===== src/design/assert_macros.svh =====
// Assertion macros shared by the slew command encoder RTL.
`ifndef ASSERT_MACROS_SVH
`define ASSERT_MACROS_SVH

// Checks an implication on every rising edge of aclk, outside of reset.
`define ASSERT_CLKD(label, prop, msg) \
    label: assert property (@(posedge aclk) disable iff (!aresetn) prop) \
        else $error(msg);

// Checks an implication on every rising edge of aclk, reset included.
`define ASSERT_ALWAYS(label, prop, msg) \
    label: assert property (@(posedge aclk) prop) else $error(msg);

`endif


===== src/design/asce_pkg.sv =====
// Package with types, constants and helpers of the slew command encoder.
`default_nettype none
package asce_pkg;

    localparam int VEL_W    = 32;
    localparam int THR_W    = 31;
    localparam int BYTE_W   = 8;
    localparam int CFG_IDX_W = 3;
    localparam int CNT_W    = 4;
    localparam int QUEUE_DEPTH = 2;

    // Register indexes of the configuration port.
    localparam logic [CFG_IDX_W-1:0] REG_ALTITUDE = 3'd0;
    localparam logic [CFG_IDX_W-1:0] REG_REVERSE  = 3'd1;
    localparam logic [CFG_IDX_W-1:0] REG_GUIDE    = 3'd2;
    localparam logic [CFG_IDX_W-1:0] REG_CENTER   = 3'd3;
    localparam logic [CFG_IDX_W-1:0] REG_MEDIUM   = 3'd4;
    localparam logic [CFG_IDX_W-1:0] REG_SLEW     = 3'd5;

    localparam logic [THR_W-1:0] GUIDE_RESET  = 31'd132;
    localparam logic [THR_W-1:0] CENTER_RESET = 31'd2294;
    localparam logic [THR_W-1:0] MEDIUM_RESET = 31'd131072;
    localparam logic [THR_W-1:0] SLEW_RESET   = 31'd327680;

    // ASCII codes of the command frames.
    localparam logic [BYTE_W-1:0] CH_COLON = 8'h3A;
    localparam logic [BYTE_W-1:0] CH_HASH  = 8'h23;
    localparam logic [BYTE_W-1:0] CH_R     = 8'h52;
    localparam logic [BYTE_W-1:0] CH_M     = 8'h4D;
    localparam logic [BYTE_W-1:0] CH_Q     = 8'h51;
    localparam logic [BYTE_W-1:0] CH_S     = 8'h53;
    localparam logic [BYTE_W-1:0] CH_C     = 8'h43;
    localparam logic [BYTE_W-1:0] CH_G     = 8'h47;
    localparam logic [BYTE_W-1:0] CH_N_LO  = 8'h6E;
    localparam logic [BYTE_W-1:0] CH_S_LO  = 8'h73;
    localparam logic [BYTE_W-1:0] CH_W_LO  = 8'h77;
    localparam logic [BYTE_W-1:0] CH_E_LO  = 8'h65;

    // Byte positions inside a four-byte frame.
    localparam logic [1:0] POS_OPEN  = 2'd0;
    localparam logic [1:0] POS_CMD   = 2'd1;
    localparam logic [1:0] POS_ARG   = 2'd2;
    localparam logic [1:0] POS_CLOSE = 2'd3;

    // Frame slots of one transaction; the leading halt pair only on a sign flip.
    localparam logic [1:0] FR_FLIP_POS = 2'd0;
    localparam logic [1:0] FR_FLIP_NEG = 2'd1;
    localparam logic [1:0] FR_MAIN_A   = 2'd2;
    localparam logic [1:0] FR_MAIN_B   = 2'd3;

    localparam logic [CNT_W-1:0] CNT_FIRST_FULL  = 4'd0;
    localparam logic [CNT_W-1:0] CNT_FIRST_SHORT = 4'd8;
    localparam logic [CNT_W-1:0] CNT_LAST        = 4'd15;

    typedef struct packed {
        logic               flip;
        logic               halt;
        logic [BYTE_W-1:0]  rate;
        logic [BYTE_W-1:0]  move;
        logic [BYTE_W-1:0]  pos;
        logic [BYTE_W-1:0]  neg;
        logic [VEL_W-1:0]   rep;
    } cmd_t;

    // Negation that maps the most negative value to the most positive one.
    function automatic logic [VEL_W-1:0] sat_negate(input logic [VEL_W-1:0] v);
        logic [VEL_W-1:0] r;
        if (v == {1'b1, {(VEL_W-1){1'b0}}}) begin
            r = {1'b0, {(VEL_W-1){1'b1}}};
        end else begin
            r = (~v) + {{(VEL_W-1){1'b0}}, 1'b1};
        end
        return r;
    endfunction

endpackage
`default_nettype wire


===== src/design/asce_front.sv =====
// Front end: takes a velocity, classifies it and builds a command descriptor.
`default_nettype none
module asce_front (
    input  wire logic                         aclk,
    input  wire logic                         aresetn,
    input  wire logic                         in_accept,
    input  wire logic [asce_pkg::VEL_W-1:0]   in_velocity,
    input  wire logic                         alt_select,
    input  wire logic                         reverse_direction,
    input  wire logic [asce_pkg::THR_W-1:0]   guide_threshold,
    input  wire logic [asce_pkg::THR_W-1:0]   center_threshold,
    input  wire logic [asce_pkg::THR_W-1:0]   medium_threshold,
    input  wire logic [asce_pkg::THR_W-1:0]   slew_threshold,
    output asce_pkg::cmd_t                    cmd
);

    logic [asce_pkg::VEL_W-1:0]  stored_reg;
    logic [asce_pkg::VEL_W-1:0]  stored_next;
    logic [asce_pkg::VEL_W-1:0]  mag;
    logic [asce_pkg::VEL_W-1:0]  vrev;
    logic [asce_pkg::VEL_W-1:0]  veff;
    logic [asce_pkg::BYTE_W-1:0] rate;
    logic                        below;
    logic                        stored_neg;
    logic                        stored_pos;
    logic                        veff_neg;
    logic                        veff_pos;

    always_comb begin
        // Magnitude of the raw input; the most negative value gives 2^31.
        mag  = in_velocity[asce_pkg::VEL_W-1] ?
               ((~in_velocity) + {{(asce_pkg::VEL_W-1){1'b0}}, 1'b1}) : in_velocity;
        vrev = reverse_direction ? asce_pkg::sat_negate(in_velocity) : in_velocity;

        below = 1'b0;
        if (mag >= {1'b0, slew_threshold}) begin
            rate = asce_pkg::CH_S;
        end else if (mag >= {1'b0, medium_threshold}) begin
            rate = asce_pkg::CH_M;
        end else if (mag >= {1'b0, center_threshold}) begin
            rate = asce_pkg::CH_C;
        end else if (mag >= {1'b0, guide_threshold}) begin
            rate = asce_pkg::CH_G;
        end else begin
            rate  = '0;
            below = 1'b1;
        end

        veff       = below ? '0 : vrev;
        stored_neg = stored_reg[asce_pkg::VEL_W-1];
        stored_pos = !stored_reg[asce_pkg::VEL_W-1] && (stored_reg != '0);
        veff_neg   = veff[asce_pkg::VEL_W-1];
        veff_pos   = !veff[asce_pkg::VEL_W-1] && (veff != '0);

        cmd.flip = (stored_neg && veff_pos) || (stored_pos && veff_neg);
        cmd.halt = (veff == '0);
        cmd.rate = rate;
        cmd.pos  = alt_select ? asce_pkg::CH_N_LO : asce_pkg::CH_W_LO;
        cmd.neg  = alt_select ? asce_pkg::CH_S_LO : asce_pkg::CH_E_LO;
        cmd.move = veff_pos ? cmd.pos : cmd.neg;
        cmd.rep  = reverse_direction ? asce_pkg::sat_negate(veff) : veff;

        stored_next = in_accept ? veff : stored_reg;
    end

    always_ff @(posedge aclk) begin
        if (!aresetn) begin
            stored_reg <= '0;
        end else begin
            stored_reg <= stored_next;
        end
    end

endmodule
`default_nettype wire


===== src/design/asce_queue.sv =====
// Short descriptor queue between the front end and the byte sequencer.
`default_nettype none
module asce_queue #(
    parameter int DEPTH = asce_pkg::QUEUE_DEPTH
) (
    input  wire logic      aclk,
    input  wire logic      aresetn,
    input  wire logic      push,
    input  asce_pkg::cmd_t push_data,
    output logic           full,
    input  wire logic      pop,
    output logic           empty,
    output asce_pkg::cmd_t head
);

    localparam int PTR_W = (DEPTH > 1) ? $clog2(DEPTH) : 1;
    localparam int CNT_W = $clog2(DEPTH + 1);
    localparam logic [PTR_W-1:0] PTR_MAX = PTR_W'(DEPTH - 1);
    localparam logic [CNT_W-1:0] CNT_FULL = CNT_W'(DEPTH);

    asce_pkg::cmd_t    entry_reg [DEPTH];
    logic [PTR_W-1:0]  wr_ptr_reg;
    logic [PTR_W-1:0]  wr_ptr_next;
    logic [PTR_W-1:0]  rd_ptr_reg;
    logic [PTR_W-1:0]  rd_ptr_next;
    logic [CNT_W-1:0]  count_reg;
    logic [CNT_W-1:0]  count_next;
    logic              do_push;
    logic              do_pop;

    always_comb begin
        full    = (count_reg == CNT_FULL);
        empty   = (count_reg == '0);
        head    = entry_reg[rd_ptr_reg];
        do_push = push && !full;
        do_pop  = pop && !empty;

        wr_ptr_next = wr_ptr_reg;
        rd_ptr_next = rd_ptr_reg;
        count_next  = count_reg;
        if (do_push) begin
            wr_ptr_next = (wr_ptr_reg == PTR_MAX) ? '0 : wr_ptr_reg + 1'b1;
        end
        if (do_pop) begin
            rd_ptr_next = (rd_ptr_reg == PTR_MAX) ? '0 : rd_ptr_reg + 1'b1;
        end
        if (do_push && !do_pop) begin
            count_next = count_reg + 1'b1;
        end else if (do_pop && !do_push) begin
            count_next = count_reg - 1'b1;
        end
    end

    always_ff @(posedge aclk) begin
        if (!aresetn) begin
            wr_ptr_reg <= '0;
            rd_ptr_reg <= '0;
            count_reg  <= '0;
        end else begin
            wr_ptr_reg <= wr_ptr_next;
            rd_ptr_reg <= rd_ptr_next;
            count_reg  <= count_next;
        end
    end

    always_ff @(posedge aclk) begin
        if (do_push) begin
            entry_reg[wr_ptr_reg] <= push_data;
        end
    end

endmodule
`default_nettype wire


===== src/design/asce_back.sv =====
// Back end: walks a descriptor byte by byte into the registered output stage.
`default_nettype none
module asce_back (
    input  wire logic                          aclk,
    input  wire logic                          aresetn,
    input  wire logic                          q_empty,
    input  asce_pkg::cmd_t                     q_head,
    output logic                               q_pop,
    output logic                               out_valid,
    input  wire logic                          out_ready,
    output logic [asce_pkg::BYTE_W-1:0]        out_byte,
    output logic [asce_pkg::VEL_W-1:0]         out_rep,
    output logic                               out_frame_end,
    output logic                               out_last
);

    logic                          active_reg;
    logic                          active_next;
    logic [asce_pkg::CNT_W-1:0]    cnt_reg;
    logic [asce_pkg::CNT_W-1:0]    cnt_next;
    logic [asce_pkg::CNT_W-1:0]    cur_cnt;
    logic                          valid_reg;
    logic                          valid_next;
    logic [asce_pkg::BYTE_W-1:0]   byte_reg;
    logic [asce_pkg::VEL_W-1:0]    rep_reg;
    logic                          fend_reg;
    logic                          last_reg;
    logic [asce_pkg::BYTE_W-1:0]   cmd_byte;
    logic [asce_pkg::BYTE_W-1:0]   arg_byte;
    logic [asce_pkg::BYTE_W-1:0]   cur_byte;
    logic                          load;
    logic                          emit;

    always_comb begin
        // A transaction without a sign flip skips the leading halt pair.
        cur_cnt = active_reg ? cnt_reg :
                  (q_head.flip ? asce_pkg::CNT_FIRST_FULL : asce_pkg::CNT_FIRST_SHORT);

        case (cur_cnt[3:2])
            asce_pkg::FR_FLIP_POS: begin
                cmd_byte = asce_pkg::CH_Q;
                arg_byte = q_head.pos;
            end
            asce_pkg::FR_FLIP_NEG: begin
                cmd_byte = asce_pkg::CH_Q;
                arg_byte = q_head.neg;
            end
            asce_pkg::FR_MAIN_A: begin
                cmd_byte = q_head.halt ? asce_pkg::CH_Q : asce_pkg::CH_R;
                arg_byte = q_head.halt ? q_head.pos : q_head.rate;
            end
            asce_pkg::FR_MAIN_B: begin
                cmd_byte = q_head.halt ? asce_pkg::CH_Q : asce_pkg::CH_M;
                arg_byte = q_head.halt ? q_head.neg : q_head.move;
            end
            default: begin
                cmd_byte = asce_pkg::CH_Q;
                arg_byte = q_head.pos;
            end
        endcase

        case (cur_cnt[1:0])
            asce_pkg::POS_OPEN:  cur_byte = asce_pkg::CH_COLON;
            asce_pkg::POS_CMD:   cur_byte = cmd_byte;
            asce_pkg::POS_ARG:   cur_byte = arg_byte;
            asce_pkg::POS_CLOSE: cur_byte = asce_pkg::CH_HASH;
            default:             cur_byte = asce_pkg::CH_HASH;
        endcase

        load  = !valid_reg || out_ready;
        emit  = load && !q_empty;
        q_pop = emit && (cur_cnt == asce_pkg::CNT_LAST);

        active_next = active_reg;
        cnt_next    = cnt_reg;
        if (emit) begin
            active_next = (cur_cnt != asce_pkg::CNT_LAST);
            cnt_next    = cur_cnt + 1'b1;
        end
        valid_next = load ? emit : valid_reg;

        out_valid     = valid_reg;
        out_byte      = byte_reg;
        out_rep       = rep_reg;
        out_frame_end = fend_reg;
        out_last      = last_reg;
    end

    always_ff @(posedge aclk) begin
        if (!aresetn) begin
            active_reg <= 1'b0;
            cnt_reg    <= '0;
            valid_reg  <= 1'b0;
        end else begin
            active_reg <= active_next;
            cnt_reg    <= cnt_next;
            valid_reg  <= valid_next;
        end
    end

    always_ff @(posedge aclk) begin
        if (emit) begin
            byte_reg <= cur_byte;
            rep_reg  <= q_head.rep;
            fend_reg <= (cur_cnt[1:0] == asce_pkg::POS_CLOSE);
            last_reg <= (cur_cnt == asce_pkg::CNT_LAST);
        end
    end

endmodule
`default_nettype wire


===== src/design/axis_slew_command_encoder.sv =====
// Top level of the slew command encoder: configuration, front end, queue, back end.
// An accepted velocity is written into the queue; if the queue was empty and the
// output is free, the back end then registers its first byte into the output stage.
// A velocity gives 8 bytes, 16 on a sign flip. The back end emits one byte per cycle
// unless the output stalls; the front end takes one per cycle if the queue has room.
// Reset (aresetn low, synchronous) clears the stored velocity, the queue and the output
`default_nettype none
`include "assert_macros.svh"
module axis_slew_command_encoder #(
    parameter int QUEUE_DEPTH = asce_pkg::QUEUE_DEPTH
) (
    input  wire logic                              aclk,
    input  wire logic                              aresetn,
    input  wire logic                              s_tvalid,
    output logic                                   s_tready,
    // velocity [31:0]
    input  wire logic [asce_pkg::VEL_W-1:0]        s_tdata,
    output logic                                   m_tvalid,
    input  wire logic                              m_tready,
    // out_byte [7:0], reported_velocity [39:8]
    output logic [asce_pkg::BYTE_W+asce_pkg::VEL_W-1:0] m_tdata,
    // frame_end [0]
    output logic [0:0]                             m_tuser,
    output logic                                   m_tlast,
    input  wire logic                              cfg_we,
    input  wire logic [asce_pkg::CFG_IDX_W-1:0]    cfg_index,
    input  wire logic [asce_pkg::THR_W-1:0]        cfg_data
);

    // Reset also loads the threshold and axis registers with their defaults.
    logic                        altitude_reg;
    logic                        altitude_next;
    logic                        reverse_reg;
    logic                        reverse_next;
    logic [asce_pkg::THR_W-1:0]  guide_reg;
    logic [asce_pkg::THR_W-1:0]  guide_next;
    logic [asce_pkg::THR_W-1:0]  center_reg;
    logic [asce_pkg::THR_W-1:0]  center_next;
    logic [asce_pkg::THR_W-1:0]  medium_reg;
    logic [asce_pkg::THR_W-1:0]  medium_next;
    logic [asce_pkg::THR_W-1:0]  slew_reg;
    logic [asce_pkg::THR_W-1:0]  slew_next;

    asce_pkg::cmd_t              front_cmd;
    asce_pkg::cmd_t              q_head;
    logic                        q_full;
    logic                        q_empty;
    logic                        q_pop;
    logic                        in_accept;
    logic [asce_pkg::BYTE_W-1:0] out_byte;
    logic [asce_pkg::VEL_W-1:0]  out_rep;
    logic                        out_frame_end;

    always_comb begin
        altitude_next = altitude_reg;
        reverse_next  = reverse_reg;
        guide_next    = guide_reg;
        center_next   = center_reg;
        medium_next   = medium_reg;
        slew_next     = slew_reg;
        if (cfg_we) begin
            case (cfg_index)
                asce_pkg::REG_ALTITUDE: altitude_next = cfg_data[0];
                asce_pkg::REG_REVERSE:  reverse_next  = cfg_data[0];
                asce_pkg::REG_GUIDE:    guide_next    = cfg_data;
                asce_pkg::REG_CENTER:   center_next   = cfg_data;
                asce_pkg::REG_MEDIUM:   medium_next   = cfg_data;
                asce_pkg::REG_SLEW:     slew_next     = cfg_data;
                default: ;
            endcase
        end
    end

    always_ff @(posedge aclk) begin
        if (!aresetn) begin
            altitude_reg <= 1'b0;
            reverse_reg  <= 1'b0;
            guide_reg    <= asce_pkg::GUIDE_RESET;
            center_reg   <= asce_pkg::CENTER_RESET;
            medium_reg   <= asce_pkg::MEDIUM_RESET;
            slew_reg     <= asce_pkg::SLEW_RESET;
        end else begin
            altitude_reg <= altitude_next;
            reverse_reg  <= reverse_next;
            guide_reg    <= guide_next;
            center_reg   <= center_next;
            medium_reg   <= medium_next;
            slew_reg     <= slew_next;
        end
    end

    assign s_tready  = !q_full;
    assign in_accept = s_tvalid && !q_full;

    asce_front u_front (
        .aclk              (aclk),
        .aresetn           (aresetn),
        .in_accept         (in_accept),
        .in_velocity       (s_tdata),
        .alt_select        (altitude_reg),
        .reverse_direction (reverse_reg),
        .guide_threshold   (guide_reg),
        .center_threshold  (center_reg),
        .medium_threshold  (medium_reg),
        .slew_threshold    (slew_reg),
        .cmd               (front_cmd)
    );

    asce_queue #(
        .DEPTH (QUEUE_DEPTH)
    ) u_queue (
        .aclk      (aclk),
        .aresetn   (aresetn),
        .push      (in_accept),
        .push_data (front_cmd),
        .full      (q_full),
        .pop       (q_pop),
        .empty     (q_empty),
        .head      (q_head)
    );

    asce_back u_back (
        .aclk          (aclk),
        .aresetn       (aresetn),
        .q_empty       (q_empty),
        .q_head        (q_head),
        .q_pop         (q_pop),
        .out_valid     (m_tvalid),
        .out_ready     (m_tready),
        .out_byte      (out_byte),
        .out_rep       (out_rep),
        .out_frame_end (out_frame_end),
        .out_last      (m_tlast)
    );

    assign m_tdata = {out_rep, out_byte};
    assign m_tuser = out_frame_end;

    // The final byte of a transaction always closes a frame.
    `ASSERT_CLKD(a_last_closes_frame, m_tvalid && m_tlast |-> m_tuser[0],
                 "last byte not a frame end")
    // Frame ends carry the closing character.
    `ASSERT_CLKD(a_frame_end_char, m_tvalid && m_tuser[0] |-> out_byte == asce_pkg::CH_HASH,
                 "frame end without closing character")
    // Within one transaction the read-back velocity does not change.
    `ASSERT_CLKD(a_rep_steady,
                 m_tvalid && m_tready && !m_tlast |=> !m_tvalid || out_rep == $past(out_rep),
                 "reported velocity changed inside a transaction")
    // The sequencer only pops a descriptor that is there.
    `ASSERT_ALWAYS(a_pop_nonempty, q_pop |-> !q_empty, "queue popped while empty")

endmodule
`default_nettype wire


===== config.mk =====
export PLATFORM = sky130hd
export DESIGN_NAME = axis_slew_command_encoder
export DESIGN_NICKNAME = d
export VERILOG_FILES = /design/src/design/asce_pkg.sv /design/src/design/asce_front.sv /design/src/design/asce_queue.sv /design/src/design/asce_back.sv /design/src/design/axis_slew_command_encoder.sv
export VERILOG_INCLUDE_DIRS = /design/src /design/src/design
export SDC_FILE = /design/constraint.sdc
export NUM_CORES = 1
export LEC_CHECK = 0
export BUFFER_PORTS_ARGS = -buffer_cell sky130_fd_sc_hd__buf_4
export CELL_PAD_IN_SITES_DETAIL_PLACEMENT = 1
export CELL_PAD_IN_SITES_GLOBAL_PLACEMENT = 2
export CORE_MARGIN = 3
export CORE_UTILIZATION = 44
export DETAILED_ROUTE_END_ITERATION = 8
export PLACE_DENSITY_LB_ADDON = 0.15
export SLEW_MARGIN = 20
export SYNTH_ARGS = -nofsm -noshare
export SYNTH_HDL_FRONTEND = slang
export SYNTH_HIERARCHICAL = 1
export SYNTH_SLANG_ARGS = --single-unit

===== constraint.sdc =====
create_clock -name aclk -period 19.8 [get_ports aclk]
set_clock_uncertainty 0.1 [all_clocks]
set_input_delay 2.97 -clock aclk [delete_from_list [all_inputs] [get_ports aclk]]
set_output_delay 2.97 -clock aclk [all_outputs]
set_load 0.05 [all_outputs]

======== Word level (Yosys, flattened, before mapping) ========
Memory sizes are Yosys's and may differ from the RTL's. A register that Yosys moved wholly into a read port is not among the register bits.
Index checks and enable logic that the tools add are counted.
cells by class
  $mul .................................... 0
  bitwise logic cells ..................... 2
  shifts and indexed selects .............. 0
  reduce and logical (&&, ||, !) cells .... 35
  div/mod/pow operators ................... 0
  eq/ne operators ......................... 16
  multiplexer cells ....................... 34
  order comparisons ....................... 4
  add/subtract/negate cells ............... 7
operators with widths
  cell                     number
  $mux W32                 6
  $ge A32 B31 Y1           4
  $add A32 B1 Y32 const B  2
  $eq A32 B32 Y1 const B   2
  $not A32 Y32             2
  $pmux W8 S4              2
  $reduce_bool A32 Y1      2
  $mux W8                  6
  $logic_not A32 Y1        1
  $pmux W8 S3              1
  $mux W5                  3
  $reduce_and A2 Y1        6
  $logic_and A1 B1 Y1      11
  $eq A2 B2 Y1 const B     5
  $mux W1                  10
  $mux W4                  2
  $logic_not A1 Y1         7
  $mux W7                  1
  $eq A3 B2 Y1 const B     2
  $eq A3 B3 Y1 const B     2
  $logic_not A2 Y1         3
  $mux W2                  3
  $add A4 B1 Y4 const B    1
  $eq A2 B1 Y1 const B     2
  10 further kinds         12
word-level totals
  output and inout bits ................... 44
  bits in latches ......................... 0
  memories ................................ 1
  ROM bits ................................ 0
  bits in writable memories ............... 120
  bits in registers ....................... 210
memory list
  name               words  width  rd ports  clocked after memory_dff  wr ports  RTL line          text
  u_queue.entry_reg  2      60     1         1                         1         asce_queue.sv:21  asce_pkg::cmd_t entry_reg [DEPTH];

======== Longest topological paths before layout ========
Gate-level depths: netlist of the first run.
  word-level depth ........................ 13
  gate-level depth with buffers ........... 28

======== By module ========
Netlist of the first run, hierarchy kept.
by module, submodules not included
  module                     area each (µm²)  cells an instance  sequential area each (µm²)  times used
  asce_front                 8171.6           1192               640.6                       1
  asce_queue                 5003.5           230                4063.9                      1
  axis_slew_command_encoder  4759.6           461                2522.4                      1
  asce_back                  2005.7           132                1381.3                      1

======== Least setup slack after synthesis of the first run ========
Ideal clock, no wire load.
  path kind ............................... input -> register
  start point ............................. in s_tdata[0] (netlist name)
  end point ............................... mem u_queue/entry_reg[0][18] (netlist name) (data pin)
  setup slack ............................. 10.466 ns
  arrival time ............................ 9.086 ns
  stages .................................. 27
  cells stage by stage .................... inv_1 ha_1 nor4b_4 nand4_1 clkbuf_1 or4_1 nand2_1 xnor2_1 ha_1 a31o_2 a221oi_1 a311oi_1 o31a_1 nor4b_1 and3_1 clkbuf_1 inv_1 clkbuf_1 clkbuf_1 nand2_1 ha_1 clkbuf_1 inv_1 or4_4 or4_1 a221o_1 o21ai_2
RTL lines
  item                RTL line                         text
  start: declaration  axis_slew_command_encoder.sv:17  input wire logic [asce_pkg::VEL_W-1:0] s_tdata,
  end: declaration    asce_queue.sv:21

==> impl_metrics.py, run 1 <==
metrics = {
    "outcome": {
        "status": "completed",
    },
    "placed_design": {
        "place_hpwl_um": 42860,
        "dp_slack_ns": 8.641,
        "io_buffers": 114,
        "gp_congestion": 0.8829,
        "dpl-instance-area_sq_mm": 0.02102,
    },
    "timing": {
        "hold_viol": 0,
        "min_period_over_period_pct": 54.65,
        "setup_violations": 0,
        "max_slew_margin_pct": 26.15,
        "finalWorstSetupSlack_ns": 8.979,
        "period_needed_ns": 10.82,
        "fmax_mhz": 92.42,
        "finalSetupTns_ns": 0,
        "rsz0062_at_grt": "false",
        "worst_slew_pin_slew_ns": 1.099,
        "slew_viol_final": 0,
    },
    "cells_and_area": {
        "area_growth_syn_to_layout_pct": 12.27,
        "final_layout_size_suffix_gt1_share_pct": 13.46,
        "fillers": 4974,
        "final_common_cell": "nand2_1",
        "regArea_sq_mm": 0.008611,
        "multiInputGateArea_sq_mm": 0.01011,
        "finalNetCount": 2275,
        "final_cell_mix": "nand2_1, edfxtp_1, dfxtp_1",
        "largest_register_ffs": 132,
        "fin_area_sq_mm": 0.02239,
    },
    "global_route": {
        "met2_usage_pct": 41.04,
        "grt_start_max_net_pins": 79,
        "met3_usage_pct": 2.963,
        "antenna_found_initial": 6,
        "grt_use_total_pct": 24.34,
        "grt_overflow": 0,
        "grt_util_met1_pct": 32.98,
        "grt_pass1_vias": 15830,
        "grt_pass1_wl_um": 91650,
        "busiest_layer": "met2",
    },
    "worst_setup_path": {
        "worst_setup_path_end_kind": "flip-flop",
        "slowest_delay_ns": 0.84,
        "worst-path-buf-inv": 6,
        "slowest_stage": "nor4_4",
        "required_ns": 20.09,
        "startpoint_type": "input port",
        "crit_path_max_fanout": 54,
        "path_class": "input port to flip-flop",
        "worstPathArrival_ns": 11.11,
        "crit_family": "simple AND/OR/NAND/NOR gates",
    },
    "routing": {
        "vias_per_cell": 5.669,
        "ant_nets": 0,
        "routed_wirelength_um": 58260,
        "drc": 0,
        "dr_total_vias": 15290,
        "wl_per_cell_um": 21.60,
        "dr.first_iter.drc_count": 806,
        "dr.pass1.iters": 5,
    },
    "synth": {
        "synth_area_leaders": "edfxtp_1, dfxtp_1, ha_1, mux2i_1, nand2_1",
        "synth_warnings": 6,
        "synth_enable_flop_cells": 174,
        "synth_seq_area_share_pct": 43.17,
        "yosys.area.top_type": "edfxtp_1",
        "synth-seq-cells": 343,
        "netlist_instances": 2015,
        "synth_top_area_share_pct": 26.20,
        "synthArstFlopShare_pct": 0,
        "syn_area_per_cell_sq_um": 9.896,
        "synth_area_sq_mm": 0.01994,
        "ys.flop_type": "edfxtp_1",
        "synth_cell_types": 98,
    },
    "floorplan": {
        "die_w_um": 218.9,
        "die_area_sq_mm": 0.04791,
        "rows": 77,
        "start_util_pct": 44.80,
        "pin_count": 115,
        "core_sq_mm": 0.04451,
        "die_h_um": 218.9,
    },
    "clock_network": {
        "insertion_delay_ns": 0.57,
        "htree_levels": 2,
        "clock_tree.root_cell": "clkbuf_16",
        "cts_setup_buffers": 0,
        "post_cts_resized": 0,
        "cts_tree": "yes",
        "postCtsHoldBufs": 0,
        "numClockSinks": 343,
        "path_clk_slew_ns": 0.06,
        "cts-buffers-inserted": 41,
        "cts_buffer_depth": 3,
    },
    "min_path": {
        "hold_class": "flip-flop to flip-flop",
    },
    "power_and_ir_drop": {
        "power_density_mw_per_mm2": 100.2,
        "p_leak_nw": 8.548,
        "vdd_drop_max_v": 0.0001374,
    },
    "flow_run": {
        "drv_cap": 0,
    },
}
[per-stage QoR]
stage	total power [W]	hold slack (ns)	cells	util (%)
3_5_place_dp	0.001520	0.3514	2618	47.23
2_1_floorplan	0.001336	0.3347	2028	-
6_report	0.002243	0.3589	2697	50.30
4_1_cts	0.002271	0.3636	2694	50.28
5_1_grt	0.002360	0.3726	2696	50.29
3_3_place_gp	0.001501	0.3418	2618	47.23
[metal layers]
layer | wire length, um | part of all wire [%]
met5 | 34 | 0.058
met4 | 1272 | 2.2
met3 | 2081 | 3.6
met2 | 28040 | 48
met1 | 26840 | 46
[logic make-up (layout without fill, tap and decap cells)]
family                   after synthesis  after routing  share of synthesized area, %
AND/OR/NAND/NOR                      640            640                         16.65
adder cells (fa/ha/maj)              135            135                         8.471
AO/OA/AOI/OAI                        353            353                         11.97
flip-flops                           343            343                         43.17
buffers and inverters                283            357                         6.482
multiplexers                         213            213                         11.19
other                                  2             18                       0.03766
XOR/XNOR                              46             46                         2.020
[cell type report]
class / count / share of cell area, %
Multi-Input combinational cell: 1402 / 45.17
Tap cell: 592 / 3.309
Timing Repair Buffer: 133 / 4.477
Antenna cell: 3 / 0.03353
Clock buffer: 56 / 5.192
Sequential cell: 343 / 38.46
Clock inverter: 20 / 0.8719
Inverter: 148 / 2.482
[tightest hold or removal path, stage by stage (launching register included)]
cell and delay, ns:
dfxtp_1 0.31, nand2_1 0.05, mux2i_1 0.05
[final timing paths]
check	start	end	slack (ns)	cells past startpoint
setup / recovery	s_tdata[0]	u_queue/entry_reg[1][28]	8.98	25
hold reg to reg	center_reg[26]	center_reg[26]	0.36	2
setup reg to reg	center_reg[0]	u_queue/entry_reg[1][28]	13.45	17
hold / removal	center_reg[26]	center_reg[26]	0.36	2
[synth_stat cells (7+ instances only)]
cell type  count
nor3_1        31
nor2_1        72
edfxtp_1     174
nand2b_1      17
dfxtp_1      169
inv_1        145
nor4_1        18
a21boi_0      29
xnor2_1       37
mux2_2        36
a221oi_1      10
buf_2         18
xor2_1         9
o31ai_1       15
and4_1         8
and3_1        18
o21a_1         9
a21oi_1       79
nor3b_1        7
nand4_1       24
ha_1         135
o21ai_1       11
nand2_1      259
buf_6         13
or4_1         11
nand3_1       55
clkbuf_1      68
a31oi_1       20
buf_4         29
nor2b_1       44
and2_1        15
mux2_1        41
a21o_1        17
or3_1         11
o21ai_0       70
o211ai_1       8
or2_2          7
mux2i_1      135
[report_power, final]
| group | internal [W] | leakage, nW | switching (W) |
|---|---|---|---|
| registers | 0.000887 | 2.96 | 0.0000392 |
| clock network | 0.000441 | 0.664 | 0.000299 |
| logic | 0.000181 | 4.92 | 0.000394 |
Note: power is estimated with default switching activity, not from simulation.
==> run 2, diff against run 1 <==
--- a/config.mk
+++ b/config.mk
@@ -10,7 +10,7 @@
 export CELL_PAD_IN_SITES_DETAIL_PLACEMENT = 1
 export CELL_PAD_IN_SITES_GLOBAL_PLACEMENT = 2
 export CORE_MARGIN = 3
-export CORE_UTILIZATION = 44
+export CORE_UTILIZATION = 41
 export DETAILED_ROUTE_END_ITERATION = 8
 export PLACE_DENSITY_LB_ADDON = 0.15
 export SLEW_MARGIN = 20
==> constraint.sdc (replaced) <==
create_clock -name aclk -period 10.8 [get_ports aclk]
set_clock_uncertainty 0.1 [all_clocks]
set_input_delay 1.62 -clock aclk [delete_from_list [all_inputs] [get_ports aclk]]
set_output_delay 1.62 -clock aclk [all_outputs]
set_load 0.05 [all_outputs]
==> run 2 against run 1 <==
Via count down 0.24%. First-iteration DRC count is 0.37% lower. Total power increased by 85%. Register-to-register slack got worse by 8.8 ns. Worst hold slack got worse by 0.0018 ns. Critical endpoint is now u_queue/entry_reg[1][2]. Largest power group unchanged. Highest routed layer unchanged.
==> impl_metrics.py, run 2 (synthesis results as in run 1) <==
metrics = {
    "worst_setup_path": {
        "slowest_delay_ns": 0.77,
        "worstPathArrival_ns": 9.59,
        "required_ns": 11.10,
        "path_class": "input port to flip-flop",
        "timing.rr.start": "center_reg[0]",
        "regToRegSetupSlack_ns": 4.68,
        "worstRegToRegCells": 16,
        "worst_setup_path_end_kind": "flip-flop",
        "path_cells": "buf_4 > inv_1 > ha_1 > nor4b_4 > nand4_1 > or2_2 > nand2_1 > xnor2_1 > ha_1 > and3_1 > and3_1 > a211o_1 > nor3b_1 > nor4b_1 > and3_1 > inv_1 > buf_4 > o21ai_0 > ha_1 > inv_1 > or4_1 > nor4_4 > nand2_1 > nand4_1",
        "slowest_stage": "nor4_4",
        "rr_endpoint": "u_queue/entry_reg[1][2]",
        "startpoint_type": "input port",
        "crit_path_max_fanout": 25,
    },
    "clock_network": {
        "path_clk_slew_ns": 0.06,
        "clock_tree.root_cell": "clkbuf_16",
        "cts_setup_buffers": 0,
        "insertion_delay_ns": 0.56,
        "postCtsHoldBufs": 0,
        "cts_tree": "yes",
        "cts_buffer_depth": 3,
        "post_cts_resized": 0,
        "numClockSinks": 343,
        "cts-buffers-inserted": 40,
        "htree_levels": 2,
    },
    "floorplan": {
        "die_w_um": 226.5,
        "pin_count": 115,
        "rows": 80,
        "start_util_pct": 41.68,
        "core_sq_mm": 0.04785,
        "die_area_sq_mm": 0.05132,
        "die_h_um": 226.5,
    },
    "global_route": {
        "grt_pass1_wl_um": 93090,
        "grt_use_total_pct": 23.41,
        "grt_start_max_net_pins": 112,
        "grt_pass1_vias": 15800,
        "antenna_found_initial": 5,
        "grt_overflow": 0,
    },
    "cells_and_area": {
        "finalNetCount": 2275,
        "area_growth_syn_to_layout_pct": 12.36,
        "largest_register_ffs": 132,
        "fillers": 5361,
        "final_cell_mix": "nand2_1, edfxtp_1, dfxtp_1",
        "final_cells": 2716,
        "final_common_cell": "nand2_1",
        "utilization_pct": 46.83,
        "final_layout_size_suffix_gt1_share_pct": 13.43,
    },
    "flow_run": {
        "drv_cap": 0,
    },
    "power_and_ir_drop": {
        "p_leak_nw": 8.550,
        "vdd_drop_max_v": 0.0001064,
        "power_density_mw_per_mm2": 185.2,
    },
    "timing": {
        "setup_violations": 0,
        "rsz0062_at_grt": "false",
        "fmax_mhz": 107.6,
        "period_needed_ns": 9.295,
        "max_slew_margin_pct": 30.57,
        "min_period_over_period_pct": 86.06,
        "slew_viol_final": 0,
        "holdWs_ns": 0.3571,
        "hold_viol": 0,
        "finalSetupTns_ns": 0,
        "worst_slew_pin_slew_ns": 1.035,
    },
    "routing": {
        "ant_nets": 0,
        "dr_total_vias": 15250,
        "wl_per_cell_um": 22.02,
        "drc": 0,
        "vias_per_cell": 5.616,
        "dr.pass1.iters": 5,
        "dr.first_iter.drc_count": 803,
        "routed_wirelength_um": 59820,
    },
    "placed_design": {
        "place_inst": 2642,
        "io_buffers": 114,
        "place_hpwl_um": 43690,
        "gp_congestion": 0.8642,
    },
    "min_path": {
        "worstHoldEndpoint": "medium_reg[26]",
        "hold_depth": 2,
        "worstHoldStart": "medium_reg[26]",
        "hold_class": "flip-flop to flip-flop",
    },
    "outcome": {
        "status": "completed",
    },
}
[run 2: cell type report]
cell class              count  area (sq um)  area share [%]
well taps                 615         769.5           3.434
repair buffers            134          1010           4.507
clock inverters            21         221.5          0.9884
flip-flops and latches    343          8611           38.43
diodes                      1         2.502         0.01117
multi-input cells        1402         10120           45.16
inverters                 148         555.5           2.479
clock buffers              52          1117           4.987
[run 2: how the worst max path moves through the flow]
stage	startpoint	end	slack, ns	depth (start not counted)
after CTS	s_tdata[0]	u_queue/entry_reg[0][28]	1.65	24
after detailed placement	s_tdata[0]	u_queue/entry_reg[0][28]	1.08	24
final	s_tdata[0]	u_queue/entry_reg[1][2]	1.51	24
after global routing	s_tdata[0]	u_queue/entry_reg[0][24]	1.10	24
after global placement	s_tdata[0]	u_queue/entry_reg[0][28]	1.47	24
after floorplan	s_tdata[0]	u_queue/entry_reg[0][18]	2.82	27
[run 2: per-layer routing]
layer	vias up	share of wire, %	GRT usage, %	wire length, um
met2	237	48	39.84	28850
met1	7602	46	31.57	27710
met5	-	0.087	0	52
met4	8	1.7	4.909	1013
li1	7342	-	-	-
met3	64	3.7	3.793	2194
[run 2: stage by stage]
stage / total power, W / cell area, sq um / setup slack (ns)
6_report: 0.004149 / 22410 / 1.505
2_1_floorplan: 0.002449 / 19990 / 2.816
5_1_grt: 0.004357 / 22400 / 1.098
3_3_place_gp: 0.002763 / 21060 / 1.470
4_1_cts: 0.004200 / 22400 / 1.652
3_5_place_dp: 0.002795 / 21060 / 1.076
[run 2: critical path: cells and delay by family]
family | cells | cell delay [ns]
and+or+nand+nor | 13 | 5.12
adders and majority gates | 3 | 1.10
buffers and inverters | 5 | 0.81
AOI/OAI and AO/OA | 2 | 0.57
xor gates and xnor gates | 1 | 0.32
[run 2: power by group]
| part | switching [W] | total [W] | internal (W) |
|---|---|---|---|
| logic | 0.000732 | 0.00106 | 0.000333 |
| registers | 0.0000718 | 0.00170 | 0.00163 |
| clock network | 0.000557 | 0.00139 | 0.000829 |
==> run 3, diff against run 2 <==
--- a/config.mk
+++ b/config.mk
@@ -6,11 +6,12 @@
 export SDC_FILE = /design/constraint.sdc
 export NUM_CORES = 1
 export LEC_CHECK = 0
+export ABC_AREA = 1
 export BUFFER_PORTS_ARGS = -buffer_cell sky130_fd_sc_hd__buf_4
 export CELL_PAD_IN_SITES_DETAIL_PLACEMENT = 1
 export CELL_PAD_IN_SITES_GLOBAL_PLACEMENT = 2
 export CORE_MARGIN = 3
-export CORE_UTILIZATION = 41
+export CORE_UTILIZATION = 38
 export DETAILED_ROUTE_END_ITERATION = 8
 export PLACE_DENSITY_LB_ADDON = 0.15
 export SLEW_MARGIN = 20
==> run 3 against run 2 <==
Sequential power is 8% lower. Area after synthesis is 0.36% higher. Largest cell class unchanged. Final area is 1.0% higher. Setup slack better by 1.5 ns. Worst hold slack better by 0.0011 ns. Die area is 8.1% higher. Register-to-register slack better by 1.2 ns. Critical endpoint is now u_queue/entry_reg[0][31]. Sequential share of layout area is 0.39 points lower.
==> impl_metrics.py, run 3 <==
metrics = {
    "routing": {
        "ant_nets": 0,
        "routed_wirelength_um": 62920,
        "vias_per_cell": 5.075,
        "dr.pass1.iters": 5,
        "dr_total_vias": 16600,
        "route.met3.wl_um": 2238,
        "drc": 0,
        "routed-wl-met2_um": 30650,
        "wl_met1_um": 28830,
        "top_layer_used": "met5",
        "dr.first_iter.drc_count": 741,
        "wl_per_cell_um": 19.24,
    },
    "worst_setup_path": {
        "worstRegToRegCells": 19,
        "worst_setup_path_end_kind": "flip-flop",
        "required_ns": 11.03,
        "crit_path_max_fanout": 76,
        "critPathLaunch": "s_tdata[0]",
        "timing.rr.start": "guide_reg[29]",
        "startpoint_type": "input port",
        "endpoint": "u_queue/entry_reg[0][31]",
        "regToRegSetupSlack_ns": 5.91,
        "path_class": "input port to flip-flop",
        "worstPathArrival_ns": 8.04,
        "rr_endpoint": "u_queue/entry_reg[0][31]",
    },
    "global_route": {
        "antenna_found_initial": 2,
        "grt_start_max_net_pins": 88,
        "grt_use_total_pct": 22.48,
        "grt_pass1_wl_um": 98900,
        "grt_overflow": 0,
        "grt_pass1_vias": 17110,
    },
    "flow_run": {
        "drv_cap": 0,
    },
    "cells_and_area": {
        "final_common_cell": "nand2_1",
        "fin_area_sq_mm": 0.02264,
        "final_cell_mix": "nand2_1, nor2_1, inv_1",
        "final_cells": 3270,
        "finalNetCount": 2762,
        "largest_register_ffs": 132,
        "final_layout_size_suffix_gt1_share_pct": 12.87,
        "area_growth_syn_to_layout_pct": 13.13,
    },
    "timing": {
        "holdWs_ns": 0.3582,
        "worst_slew_pin_slew_ns": 1.122,
        "fmax_mhz": 127.9,
        "period_needed_ns": 7.819,
        "setup_violations": 0,
        "hold_viol": 0,
        "slew_viol_final": 0,
        "finalSetupTns_ns": 0,
        "rsz0062_at_grt": "false",
        "min_period_over_period_pct": 72.39,
        "max_slew_margin_pct": 24.41,
    },
    "power_and_ir_drop": {
        "p_leak_nw": 9.688,
        "power_density_mw_per_mm2": 165.3,
        "vdd_drop_max_v": 0.00008705,
    },
    "synth": {
        "synth-seq-cells": 343,
        "synthArstFlopShare_pct": 0,
        "synth_commonest_cells": "nand2_1, nor2_1, inv_1",
        "ys.flop_type": "edfxtp_1",
        "netlist_instances": 2493,
        "synth_warnings": 6,
        "synth_area_sq_mm": 0.02001,
        "synth_cell_types": 48,
        "synth_area_leaders": "edfxtp_1, dfxtp_1, nand2_1, ha_1, nor2_1",
        "yosys.area.top_type": "edfxtp_1",
        "synth_enable_flop_cells": 174,
        "yosys.cell_count.top_type": "nand2_1",
        "syn_area_per_cell_sq_um": 8.027,
        "synth_seq_area_share_pct": 43.02,
        "synth_top_area_share_pct": 26.11,
    },
    "outcome": {
        "status": "completed",
    },
    "min_path": {
        "hold_class": "flip-flop to flip-flop",
    },
    "clock_network": {
        "cts_setup_buffers": 0,
        "insertion_delay_ns": 0.57,
        "cts_buffer_depth": 3,
        "numClockSinks": 343,
        "postCtsHoldBufs": 0,
        "path_clk_slew_ns": 0.06,
        "htree_levels": 2,
        "clock_tree.root_cell": "clkbuf_16",
        "cts-buffers-inserted": 41,
        "cts_tree": "yes",
        "post_cts_resized": 0,
    },
    "placed_design": {
        "place_inst": 3193,
        "io_buffers": 114,
        "place_hpwl_um": 45990,
        "dpl-instance-area_sq_mm": 0.02123,
        "gp_congestion": 0.8915,
    },
    "floorplan": {
        "die_w_um": 235.5,
        "rows": 83,
        "die_area_sq_mm": 0.05545,
        "pin_count": 115,
        "start_util_pct": 38.69,
        "die_h_um": 235.5,
        "core_sq_mm": 0.05172,
    },
}
run 3: worst max-delay path, cell delays in order:
cell	delay (ns)
buf_4	0.11
inv_1	0.27
ha_1	0.26
nand2_1	0.12
nor2_2	0.28
inv_1	0.08
nor2_1	0.33
nand3_1	0.17
xor2_1	0.22
o21ai_0	0.66
ha_1	0.38
nand4_2	0.20
a21oi_1	0.07
nor2_1	0.23
nand2_1	0.08
nor2_1	0.28
nand3_4	0.64
nand2_1	0.46
ha_1	0.21
nand3_1	0.13
nor2_2	0.23
inv_1	0.12
nor2_4	0.17
nand3_4	0.42
nand2_1	0.21
nor2_1	0.07
run 3: final cells by class:
class | instances | area, sq um
Clock inverter | 24 | 277.8
Tap cell | 680 | 850.8
Timing Repair Buffer | 127 | 953.4
Fill cell | 6232 | 29080
Antenna cell | 2 | 5.005
Inverter | 298 | 1122
Sequential cell | 343 | 8613
Clock buffer | 51 | 1125
Multi-Input combinational cell | 1745 | 9692
run 3: kinds of logic after synthesis:
| family | after synthesis | share of synthesized area, % |
|---|---|---|
| buffers and inverters | 418 | 9.135 |
| xor gates and xnor gates | 22 | 0.9629 |
| DFF | 343 | 43.02 |
| muxes | 66 | 4.464 |
| and+or+nand+nor | 1239 | 26.90 |
| adders and majority gates | 135 | 8.441 |
| AOI/OAI and AO/OA | 268 | 7.046 |
| other | 2 | 0.03753 |
run 3: metal layers:
layer	GRT usage [%]	vias up
li1	-	8290
met1	29.63	7976
met2	39.12	254
met3	3.187	73
met4	5.070	2
met5	0	-
run 3: how the worst min path moves through the flow:
stage | from | to | slack, ns | cells past startpoint
final | center_reg[7] | center_reg[7] | 0.36 | 2
after global routing | center_reg[6] | center_reg[6] | 0.38 | 2
after CTS | center_reg[7] | center_reg[7] | 0.36 | 2
after detailed placement | center_reg[7] | center_reg[7] | 0.35 | 2
after global placement | center_reg[11] | center_reg[11] | 0.34 | 2
after floorplan | center_reg[11] | center_reg[11] | 0.33 | 2
run 3: power breakdown:
| part | internal, W | switching (W) |
|---|---|---|
| logic | 0.000231 | 0.000514 |
| registers | 0.00152 | 0.0000451 |
| clock network | 0.000864 | 0.000574 |
| total | 0.00261 | 0.00113 |
run 3: per-stage QoR:
step | util (%) | total power [W] | worst slack (ns)
2_1_floorplan | - | 0.002092 | 4.654
3_3_place_gp | 41.05 | 0.002312 | 2.445
3_5_place_dp | 41.05 | 0.002337 | 2.417
4_1_cts | 43.77 | 0.003799 | 2.993
5_1_grt | 43.77 | 0.003938 | 2.356
6_report | 43.78 | 0.003743 | 2.981
